File: config.mk
export PLATFORM = sky130hd
export DESIGN_NAME = cbz_regs
export DESIGN_NICKNAME = d
export VERILOG_FILES = /design/src/design/cbz_pkg.sv /design/src/design/cbz_regs.sv
export SDC_FILE = /design/constraint.sdc
export NUM_CORES = 1
export LEC_CHECK = 0
export ABC_AREA = 1
export BUFFER_PORTS_ARGS = -buffer_cell sky130_fd_sc_hd__buf_2
export CAP_MARGIN = 20
export CORE_AREA = 2 2 186 188
export CTS_BUF_LIST = sky130_fd_sc_hd__clkbuf_8
export DETAILED_ROUTE_END_ITERATION = 8
export DIE_AREA = 0 0 188 190
export HOLD_SLACK_MARGIN = 0.03
export PLACE_DENSITY = 0.48
export SYNTH_ARGS = -nofsm -noshare
export SYNTH_HDL_FRONTEND = slang
export SYNTH_SLANG_ARGS = --single-unit
File: constraint.sdc
create_clock -name clk -period 1.05 [get_ports clk]
set_input_delay 0.21 -clock clk [delete_from_list [all_inputs] [get_ports clk]]
set_output_delay 0.21 -clock clk [all_outputs]
set_load 0.01 [all_outputs]
File: src/design/cbz_pkg.sv
// Shared constants, types and helpers for the cubic curve evaluator.
package cbz_pkg;

    localparam int COORD_WIDTH_DEF = 32;
    localparam int T_FRAC_BITS_DEF = 16;
    localparam int OUT_WIDTH       = 48;
    localparam int T_IN_WIDTH      = 17;
    localparam int OP_WIDTH        = 2;
    localparam int CFG_IDX_WIDTH   = 3;
    localparam int NUM_STAGES      = 7;
    localparam int NUM_CTRL        = 4;

    typedef logic [OP_WIDTH-1:0]      op_t;
    typedef logic [CFG_IDX_WIDTH-1:0] cfg_idx_t;
    typedef logic [NUM_STAGES-1:0]    stage_en_t;

    localparam op_t OP_POSITION = 2'd0;
    localparam op_t OP_FIRST    = 2'd1;
    localparam op_t OP_SECOND   = 2'd2;

    localparam cfg_idx_t REG_CTRL0_X = 3'd0;
    localparam cfg_idx_t REG_CTRL0_Y = 3'd1;
    localparam cfg_idx_t REG_CTRL1_X = 3'd2;
    localparam cfg_idx_t REG_CTRL1_Y = 3'd3;
    localparam cfg_idx_t REG_CTRL2_X = 3'd4;
    localparam cfg_idx_t REG_CTRL2_Y = 3'd5;
    localparam cfg_idx_t REG_CTRL3_X = 3'd6;
    localparam cfg_idx_t REG_CTRL3_Y = 3'd7;

    // Signed basis weight, wide enough for t^3 at full scale plus sign
    function automatic int weight_width(input int tf);
        return 3 * tf + 2;
    endfunction

endpackage

File: src/design/cbz_regs.sv
// Control point register file.
module cbz_regs
    import cbz_pkg::*;
#(
    parameter int COORD_WIDTH = COORD_WIDTH_DEF
) (
    input  logic                          clk,
    input  logic                          rst_n,
    input  logic                          wr_en,
    input  cfg_idx_t                      wr_index,
    input  logic        [COORD_WIDTH-1:0] wr_data,
    output logic signed [COORD_WIDTH-1:0] ctrl_x [NUM_CTRL],
    output logic signed [COORD_WIDTH-1:0] ctrl_y [NUM_CTRL]
);

    logic signed [COORD_WIDTH-1:0] ctrl_x_reg [NUM_CTRL];
    logic signed [COORD_WIDTH-1:0] ctrl_y_reg [NUM_CTRL];

    always_ff @(posedge clk or negedge rst_n)
    begin
        if (!rst_n)
        begin
            for (int i = 0; i < NUM_CTRL; i++)
            begin
                ctrl_x_reg[i] <= '0;
                ctrl_y_reg[i] <= '0;
            end
        end
        else if (wr_en)
        begin
            unique case (wr_index)
                REG_CTRL0_X: ctrl_x_reg[0] <= $signed(wr_data);
                REG_CTRL0_Y: ctrl_y_reg[0] <= $signed(wr_data);
                REG_CTRL1_X: ctrl_x_reg[1] <= $signed(wr_data);
                REG_CTRL1_Y: ctrl_y_reg[1] <= $signed(wr_data);
                REG_CTRL2_X: ctrl_x_reg[2] <= $signed(wr_data);
                REG_CTRL2_Y: ctrl_y_reg[2] <= $signed(wr_data);
                REG_CTRL3_X: ctrl_x_reg[3] <= $signed(wr_data);
                REG_CTRL3_Y: ctrl_y_reg[3] <= $signed(wr_data);
                default: ;
            endcase
        end
    end

    assign ctrl_x = ctrl_x_reg;
    assign ctrl_y = ctrl_y_reg;

endmodule

==> Word-level counts from Yosys, hierarchy flattened <==
Cells that the tools add are included.
{ "word_totals": {"mem_count": 0, "latch_bits": 0, "ff_bits": 256, "inputBits": 38, "ram_bits": 0, "output_inout_bits": 256, "mem_bits_ro": 0} }
{ "classes": {"reduce_logical": 9, "mul": 0, "eq_ne": 7, "bitwise": 0, "n_mux": 0, "addsub": 0, "div_mod_pow": 0, "shift": 0, "n_lt_le_gt_ge": 0} }
{ "op_table": {"columns": ["operator", "n"], "rows": [
  ["2-bit AND reduction", 8],
  ["3-bit == test (second input constant)", 4],
  ["3-bit by 2-bit == test with 1-bit output (second input constant)", 2],
  ["3-bit by 1-bit == test with 1-bit output (second input constant)", 1],
  ["3-bit logical NOT", 1]
]} }

==> Logic depth before layout (Yosys ltp) <==
Gate-level depths: netlist of run 1.
{ "logic_depth": {"ltp_word": 2, "depth_mapped": 6} }

==> Worst setup path before layout of run 1 <==
No wires, ideal clock.
{ "synth_timing": {"path_kind": "input -> register", "from": "in wr_en", "to": "reg ctrl_x_reg (netlist bit ctrl_x[80])", "n_path_buf": 2, "t_arrival_ns": 1.002, "slack_ns": -0.018, "path_stages": 6, "path_cell_list": "inv_1 nor2_2 buf_2 buf_2 nand3_1 nand2_1"} }
{ "synth_between": {"elab_chain_cells": 1} }
{ "synth_lines": {"columns": ["item", "line_no", "rtl"], "rows": [
  ["from (decl)", "cbz_regs.sv:9", "input logic wr_en,"],
  ["2-bit AND reduction (no source line)", null, null],
  ["to (decl)", "cbz_regs.sv:16", "logic signed [COORD_WIDTH-1:0] ctrl_x_reg [NUM_CTRL];"]
]} }
Every way passes these cells.
A chain may end at the register's enable or synchronous reset.

==> Final worst setup path of run 1 <==
{ "layout_timing": {"from": "reg ctrl_x_reg (netlist bit ctrl_x[0])", "to": "out ctrl_x[0] (netlist name)"} }
{ "layout_lines": {"columns": ["item", "line_no", "rtl"], "rows": [
  ["to (decl)", "cbz_regs.sv:12", "output logic signed [COORD_WIDTH-1:0] ctrl_x [NUM_CTRL],"]
]} }
No word-level cell between the ends.

==> flow_metrics.tcl, run 1 <==
set metrics [dict create \
    ios 294 \
    cts.sinks 256 \
    worstSetupPathDepth 1 \
    fp.dieH_um 190 \
    core_area_mm2 0.0339 \
    post-route-period-util_pct 132 \
    track_usage_pct 21.0 \
    setup_viol 256 \
    hold_viol_final 0 \
    routedWlPerCell_um 17.9 \
    rr_worst_depth 4 \
    syn_inst 1145 \
    slowest_stage "dfrtp_2" \
    cp_max_fo 2 \
    status "complete, but fails checks" \
    synth_flop_cell "dfrtp_1" \
    n_antenna_cell 0 \
    path_class "flop to output port" \
    path_delay_family "flip-flops" \
    cap_violations 0 \
    violations "setup timing" \
    ir_worst_vdd_mv 1.01 \
    clkTransAtPathRegs_ns 0.06 \
    rsz0062_at_grt "true" \
    clk_latency_ns 0.56 \
    p_leak_nw 8.70 \
    cts_htree_levels 2 \
    ys_seq_area_share_pct 64.1 \
    start_util_pct 29.4 \
    synth.avg_cell_area_um2 8.72 \
    fmax_mhz 723 \
    synth_seq_cells 256 \
    wl_um 37800 \
    fin_cells 2116 \
    power.density_mw_per_mm2 2040 \
    fp.dieArea_mm2 0.0357 \
    die_w_um 188 \
    cp.required_ns 0.84 \
    syn_nets 1183 \
    synth_warnings 0 \
    slowest_delay_ns 0.47 \
    cts_tree "yes" \
    nets 1668 \
    synth_top_area_share_pct 64.1 \
    drt_first_pass_iters 5 \
    synthTopCellsByCount "nand2_1 (653), dfrtp_1 (256), nand3_1 (128)" \
    end_kind "output port" \
    drt_iter0_markers 527 \
    dp.cells 1857 \
    synth_edf_count 0 \
    slew_violations 0 \
    hp-class "primary input to async pin" \
    grt_pass1_vias 9338 \
    yosysMostFrequentCell "nand2_1" \
    layout-drive-gt1-share_pct 34.7 \
    worstMarginPinSlew_ns 0.380 \
    layout_setup_ws_ns -0.333 \
    grt_overflow 0 \
    via_per_inst 4.42 \
    ys_async_sr_fraction_pct 100 \
    grt_max_degree 42 \
    grt_pass1_wl_um 57300 \
    area_growth_pct 54.6 \
    crit_buf_inv 1 \
    rows 68 \
    cp.arrival_ns 1.17 \
    fin_skew_ns 0 \
    synth.top_cells.by_area "dfrtp_1 (64%), nand2_1 (25%), nand3_1 (6.4%), clkbuf_2 (1.6%), buf_2 (1.4%)" \
    dp_hpwl_um 24600 \
    post-route-min-period_ns 1.38 \
    path_cells "buf_6" \
    yosys.area.top_type "dfrtp_1" \
    start_kind "flop" \
    grt_antenna_before_repair 1 \
    vias 9349 \
    gp_congestion 0.783 \
    relSlewSlack_pct 74.7 \
    cts.root.buffer_cell "clkbuf_8" \
    drc 0 \
    cts_buffers 47 \
    io_buffers 293 \
    syn_area_mm2 0.00999 \
    detail-route-antenna-nets 0 \
    fin_setup_tns_ns -63.58 \
    synth_cell_type_count 11 \
    cts_buffer_depth 3 \
]
==> final timing paths <==
| path | start | endpoint | slack (ns) |
|---|---|---|---|
| setup / recovery | ctrl_x[0] | ctrl_x[0] | -0.33 |
| hold / removal | rst_n | ctrl_y[68] | 0.13 |
| setup reg to reg | ctrl_y[72] | ctrl_y[72] | 0.20 |
| hold reg to reg | ctrl_y[2] | ctrl_y[2] | 0.46 |
| max in group asynchronous | rst_n | ctrl_x[23] | 0.36 |
| min in group clk | wr_index[1] | ctrl_y[117] | 0.25 |
==> cell usage in the layout, fill, tap and decap left out, types with 7 or more instances in the layout <==
| master | Yosys | final |
|---|---|---|
| buf_6 | 0 | 94 |
| dfrtp_1 | 256 | 255 |
| buf_12 | 0 | 26 |
| buf_2 | 28 | 198 |
| nand2_1 | 653 | 652 |
| nand3_1 | 128 | 128 |
| clkbuf_8 | 0 | 62 |
| nor2_4 | 0 | 7 |
| buf_4 | 1 | 178 |
| dlygate4sd3_1 | 0 | 33 |
| inv_1 | 5 | 16 |
==> cell type report <==
type	count	area, um^2
Fill cell	3342	18500
Sequential cell	256	6410
Timing Repair Buffer	530	4250
Multi-Input combinational cell	789	3180
Clock buffer	62	853
Tap cell	455	569
Clock inverter	18	161
Inverter	6	22.5
==> layer usage <==
layer | wire, um | vias to the layer above | global-route usage (%)
li1 | - | 4490 | -
met1 | 16800 | 4499 | 28.3
met2 | 17500 | 309 | 33.1
met3 | 2880 | 49 | 6.05
met4 | 662 | 2 | 5.54
met5 | 12 | - | 0
==> stage by stage <==
stage / worst slack (ns) / power (W) / hold slack [ns] / area (um^2) / utilization (%)
floorplan: 0.0487 / 0.0155 / -0.0856 / 9990 / -
global placement: -0.359 / 0.0188 / 0.125 / 12400 / 36.6
detailed placement: -0.351 / 0.0189 / 0.122 / 12400 / 36.6
CTS: -0.379 / 0.0309 / 0.0881 / 14800 / 43.6
global route: -0.380 / 0.0332 / 0.116 / 15400 / 45.5
finish: -0.333 / 0.0314 / 0.130 / 15400 / 45.5
==> report_power, final <==
part	switching, W	internal, W
Sequential	0.00121	0.0117
Combinational	0.00395	0.00433
Clock	0.00424	0.00598
==> timing repair <==
action	4_1_cts	5_1_grt
resized for setup	103	19
hold endpoints to repair	509	0
setup buffers	74	72
hold buffers	33	0
endpoints found under the setup margin	256	256
pin swaps	0	0
==> kinds of logic (layout without fill, tap and decap cells) <==
kind of cell,after synthesis,in the layout,synth area share [%]
buffers and inverters,100,616,4.55
DFF,256,256,64.1
and+or+nand+nor,789,789,31.3
Power figures use the tool's default switching activity.
==> run 2, diff against run 1 <==
- ABC_AREA: 1 -> not set
- CORE_AREA: 2 2 186 188 -> 2 2 182 184
- DIE_AREA: 0 0 188 190 -> 0 0 184 186
==> flow_metrics.tcl, run 2 <==
set metrics [dict create \
    status "complete, but fails checks" \
    violations "setup timing" \
    synthTopCellsByCount "dfrtp_1 (256), mux2_2 (241), buf_2 (19)" \
    fmax_mhz 758 \
    start_kind "flop" \
    slowest_stage "dfrtp_1" \
    clk_latency_ns 0.55 \
    slew_violations 0 \
    cts_buffer_depth 3 \
    slowest_delay_ns 0.40 \
    drc 0 \
    nFillCells 2900 \
    synth_top_family_by_area "multiplexers" \
    relSlewSlack_pct 75.5 \
    rows 66 \
    synthAdderAreaFrac_pct 0 \
    synth_cell_type_count 9 \
    synth_top_area_share_pct 66.7 \
    path_class "flop to output port" \
    fp.dieArea_mm2 0.0342 \
    r2r-start "ctrl_y[122]" \
    cts_tree "yes" \
    dpl-instance-area_mm2 0.0121 \
    crit_buf_inv 1 \
    grt_antenna_before_repair 0 \
    drt_iter0_markers 210 \
    synth_flop_cell "dfrtp_1" \
    rr_worst_depth 3 \
    area_growth_pct 54.4 \
    clkTransAtPathRegs_ns 0.06 \
    die_w_um 184 \
    nets 1046 \
    layout_setup_ws_ns -0.269 \
    ys_async_sr_fraction_pct 100 \
    place_ws_ns -0.589 \
    layout_commonest_cell "dfrtp_1" \
    dp_hpwl_um 18700 \
    synthXorXnorAreaFrac_pct 0 \
    end_kind "output port" \
    whs_path_depth 2 \
    worstSetupPathDepth 1 \
    gp_congestion 0.729 \
    path_delay_family "flip-flops" \
    path_cells "buf_2" \
    layout_common_cells "dfrtp_1 (256), buf_2 (172), mux2_2 (168)" \
    grt_max_degree 45 \
    cts_htree_levels 2 \
    fin_skew_ns 0 \
    syn_area_mm2 0.00961 \
    synth.mux.area_fraction_pct 30.0 \
    drt_first_pass_iters 6 \
    setup_viol 256 \
    ir_worst_vdd_mv 1.13 \
    synth_warnings 0 \
    synth_compound_area_share_pct 0 \
    synth_seq_cells 256 \
    io_buffers 293 \
    r2r-end "ctrl_y[122]" \
    fin_cells 1451 \
    fp.dieH_um 186 \
    syn_nets 589 \
    routedWlPerCell_um 19.9 \
    cp.arrival_ns 1.11 \
    p_leak_nw 7.21 \
    power.density_mw_per_mm2 2180 \
    wl_um 28800 \
    ios 294 \
    grt_pass1_wl_um 42700 \
    rsz0062_at_grt "true" \
    n_antenna_cell 0 \
    cts.root.buffer_cell "clkbuf_8" \
    synth_edf_count 0 \
    r2r_slack_ns 0.03 \
    yosys.area.top_type "dfrtp_1" \
    grt_pass1_vias 6907 \
    dp.cells 1250 \
    detail-route-antenna-nets 0 \
    post-route-period-util_pct 126 \
    hold_ws_ns 0.0737 \
    cts.sinks 256 \
    post-route-min-period_ns 1.32 \
    cts_buffers 46 \
    via_per_inst 4.43 \
    synth.avg_cell_area_um2 17.4 \
    synth.top_cells.by_area "dfrtp_1 (67%), mux2_2 (28%), mux2_1 (1.8%), buf_6 (1.4%), buf_2 (0.99%)" \
    layout-drive-gt1-share_pct 70.0 \
    core_area_mm2 0.0322 \
    hp-class "primary input to flop" \
    vias 6425 \
    cp.required_ns 0.84 \
    cap_violations 0 \
    yosysMostFrequentCell "dfrtp_1" \
    worstMarginPinSlew_ns 0.368 \
    hold_viol_final 0 \
    fin_util_pct 46.1 \
    cp_max_fo 2 \
    track_usage_pct 16.5 \
    worstHoldStart "wr_data[0]" \
    start_util_pct 29.8 \
    whs_endpoint "ctrl_y[32]" \
    syn_inst 551 \
    ys_seq_area_share_pct 66.7 \
    grt_overflow 0 \
    stdcell_area_mm2 0.0148 \
    synth-simple-area-share_pct 0.899 \
]
==> run 2: metrics by stage <==
stage | setup TNS (ns) | total power [W]
CTS | -69.89 | 0.0323
global placement | -105.91 | 0.0203
detailed placement | -109.99 | 0.0204
floorplan | -57.34 | 0.0168
finish | -57.42 | 0.0324
global route | -73.86 | 0.0341
==> run 2: final cells by class <==
cell class	instances	area, um^2	share of cell area, %
Sequential cell	256	6410	43.2
Clock inverter	25	166	1.12
Multi-Input combinational cell	264	3320	22.4
Tap cell	408	510	3.44
Clock buffer	58	798	5.38
Timing Repair Buffer	440	3630	24.5
==> run 2: how the worst max path moves through the flow <==
stage	to	slack, ns	startpoint
global placement	ctrl_y[99]	-0.54	wr_index[2]
CTS	ctrl_x[57]	-0.31	ctrl_x[57]
detailed placement	ctrl_y[99]	-0.59	wr_index[2]
floorplan	ctrl_x[113]	-0.33	wr_index[2]
finish	ctrl_x[83]	-0.27	ctrl_x[83]
global route	ctrl_x[83]	-0.34	ctrl_x[83]
==> run 2: cell families (layout without fill, tap and decap cells) <==
family | Yosys count | in the layout
multiplexers | 256 | 256
flip-flops | 256 | 256
buffers and inverters | 31 | 523
AND/OR/NAND/NOR | 8 | 8
==> run 2: layer usage <==
metal / up-vias / part of all wire (%) / global-route usage (%)
li1: 2870 / - / -
met1: 3297 / 42 / 21.0
met2: 202 / 48 / 26.3
met3: 56 / 7.7 / 5.71
met4: 0 / 2.5 / 5.54
met5: - / 0 / 0
==> run 2: timing repair <==
action                     CTS  global route
buffers inserted            57            28
gates resized for setup    155            24
gates cloned                 0             2
pin swaps                    0             2
hold buffers                31             0
setup endpoints to repair  257           265
hold endpoints to repair   481             0
==> run 2: report_power, final <==
part	switching [W]	internal [W]
Sequential	0.00132	0.0121
Clock	0.00424	0.00547
Combinational	0.00361	0.00566
Total	0.00918	0.0232
==> run 3, diff against run 2 <==
- ABC_CLOCK_PERIOD_IN_PS: not set -> 1050
- BUFFER_PORTS_ARGS: -buffer_cell sky130_fd_sc_hd__buf_2 -> not set
- DONT_BUFFER_PORTS: not set -> 1
- PLACE_DENSITY: 0.48 -> 0.4
==> flow_metrics.tcl, run 3 (synthesis gave the netlist of run 2 again) <==
set metrics [dict create \
    clkTransAtPathRegs_ns 0.06 \
    path_cells "buf_6" \
    switching_share_pct 28.7 \
    grt_antenna_before_repair 0 \
    drt_first_pass_iters 2 \
    finalPower_w 0.0276 \
    p_leak_nw 5.26 \
    path_delay_family "flip-flops" \
    ir_worst_vdd_mv 1.13 \
    fp.dieArea_mm2 0.0342 \
    rr_worst_depth 1 \
    combPwrFrac_pct 11.1 \
    r2r-end "ctrl_x[110]" \
    routedWlPerCell_um 24.7 \
    gp_congestion 0.700 \
    status "complete, but fails checks" \
    violations "hold timing, setup timing" \
    post-route-period-util_pct 123 \
    drt_iter0_markers 133 \
    slowest_stage "dfrtp_1" \
    fin_skew_ns 0 \
    nets 666 \
    r2r_slack_ns 0.19 \
    slew_violations 0 \
    cap_violations 0 \
    switchingPower_w 0.00792 \
    r2r-start "ctrl_x[110]" \
    n_antenna_cell 0 \
    p_int_w 0.0197 \
    drc 0 \
    ios 294 \
    detail-route-antenna-nets 0 \
    fmax_mhz 772 \
    end_kind "output port" \
    cp.required_ns 0.84 \
    area_growth_pct 23.8 \
    fp.dieH_um 186 \
    cts.sinks 256 \
    holdBufCountCts 32 \
    grt_pass1_wl_um 38600 \
    layout_setup_ws_ns -0.246 \
    core_area_mm2 0.0322 \
    cts_buffer_depth 3 \
    setup_viol 256 \
    clkPwrFrac_pct 34.3 \
    hp-class "primary input to async pin" \
    dp_hpwl_um 16800 \
    wl_um 26500 \
    vias 5037 \
    rows 66 \
    die_w_um 184 \
    grt_pass1_vias 5508 \
    slowest_delay_ns 0.40 \
    cts.root.buffer_cell "clkbuf_8" \
    cts_setup_buffers 0 \
    fin_util_pct 36.9 \
    track_usage_pct 15.2 \
    worstMarginPinSlew_ns 0.797 \
    layout-drive-gt1-share_pct 58.3 \
    via_per_inst 4.71 \
    crit_buf_inv 1 \
    start_util_pct 29.8 \
    cts_tree "yes" \
    hold_ws_ns -0.657 \
    grt_max_degree 257 \
    p_seq_share_pct 54.6 \
    power.density_mw_per_mm2 2320 \
    layout_common_cells "dfrtp_1 (219), mux2_2 (168), mux2_4 (82)" \
    place_ws_ns -0.326 \
    relSlewSlack_pct 46.8 \
    hold_viol_final 256 \
    rsz0062_at_grt "true" \
    io_buffers 0 \
    cts_buffers 47 \
    grt_overflow 0 \
    layout_commonest_cell "dfrtp_1" \
    path_class "flop to output port" \
    clk_latency_ns 0.55 \
    cts_htree_levels 2 \
    start_kind "flop" \
    cp_max_fo 2 \
    post-route-min-period_ns 1.30 \
    cp.arrival_ns 1.09 \
]
run 3: layout make-up:
cell class / count / area (um^2)
fill: 3037 / 20300
sequential: 256 / 6450
multi-input combinational: 264 / 3320
clock buffer: 60 / 826
timing repair buffer: 59 / 654
tap: 408 / 510
clock inverter: 23 / 128
run 3: metal layers:
layer | up-vias | global-route usage (%) | wire length [um] | part of all wire (%)
li1 | 2128 | - | - | -
met1 | 2633 | 17.5 | 10100 | 38
met2 | 224 | 24.8 | 12800 | 48
met3 | 52 | 7.16 | 2990 | 11
met4 | 0 | 5.57 | 652 | 2.5
met5 | - | 0 | 0 | 0
run 3: power by group through the flow:
stage / clock network, W / registers (W) / logic [W]
after floorplan: 0 / 0.0143 / 0.00249
after global placement: 0 / 0.0152 / 0.00272
after detailed placement: 0 / 0.0152 / 0.00284
after CTS: 0.00987 / 0.0151 / 0.00310
after global routing: 0.0103 / 0.0153 / 0.00332
final: 0.00946 / 0.0151 / 0.00306
run 3: per-stage QoR:
| stage | TNS (ns) | std cells | hold WS [ns] | area, um^2 |
|---|---|---|---|---|
| after floorplan | -57.34 | 551 | -0.0856 | 10000 |
| after global placement | -49.96 | 955 | -0.0781 | 10600 |
| after detailed placement | -51.26 | 955 | -0.0774 | 10600 |
| after CTS | -48.81 | 1070 | -0.698 | 11900 |
| after global routing | -48.97 | 1070 | -0.691 | 11900 |
| final | -35.41 | 1070 | -0.657 | 11900 |
run 3: worst max-delay path by stage:
stage	from	endpoint	slack [ns]	cells past startpoint
global placement	wr_index[0]	ctrl_x[61]	-0.31	4
CTS	ctrl_y[95]	ctrl_y[95]	-0.30	1
finish	ctrl_y[31]	ctrl_y[31]	-0.25	1
detailed placement	wr_index[2]	ctrl_x[102]	-0.33	3
global route	ctrl_y[104]	ctrl_y[104]	-0.32	1
floorplan	wr_index[2]	ctrl_x[113]	-0.33	4
run 3: what timing repair did:
item	4_1_cts	5_1_grt
pin swaps	0	0
gates resized for setup	22	20
hold endpoints to repair	512	256
endpoints found under the setup margin	256	256
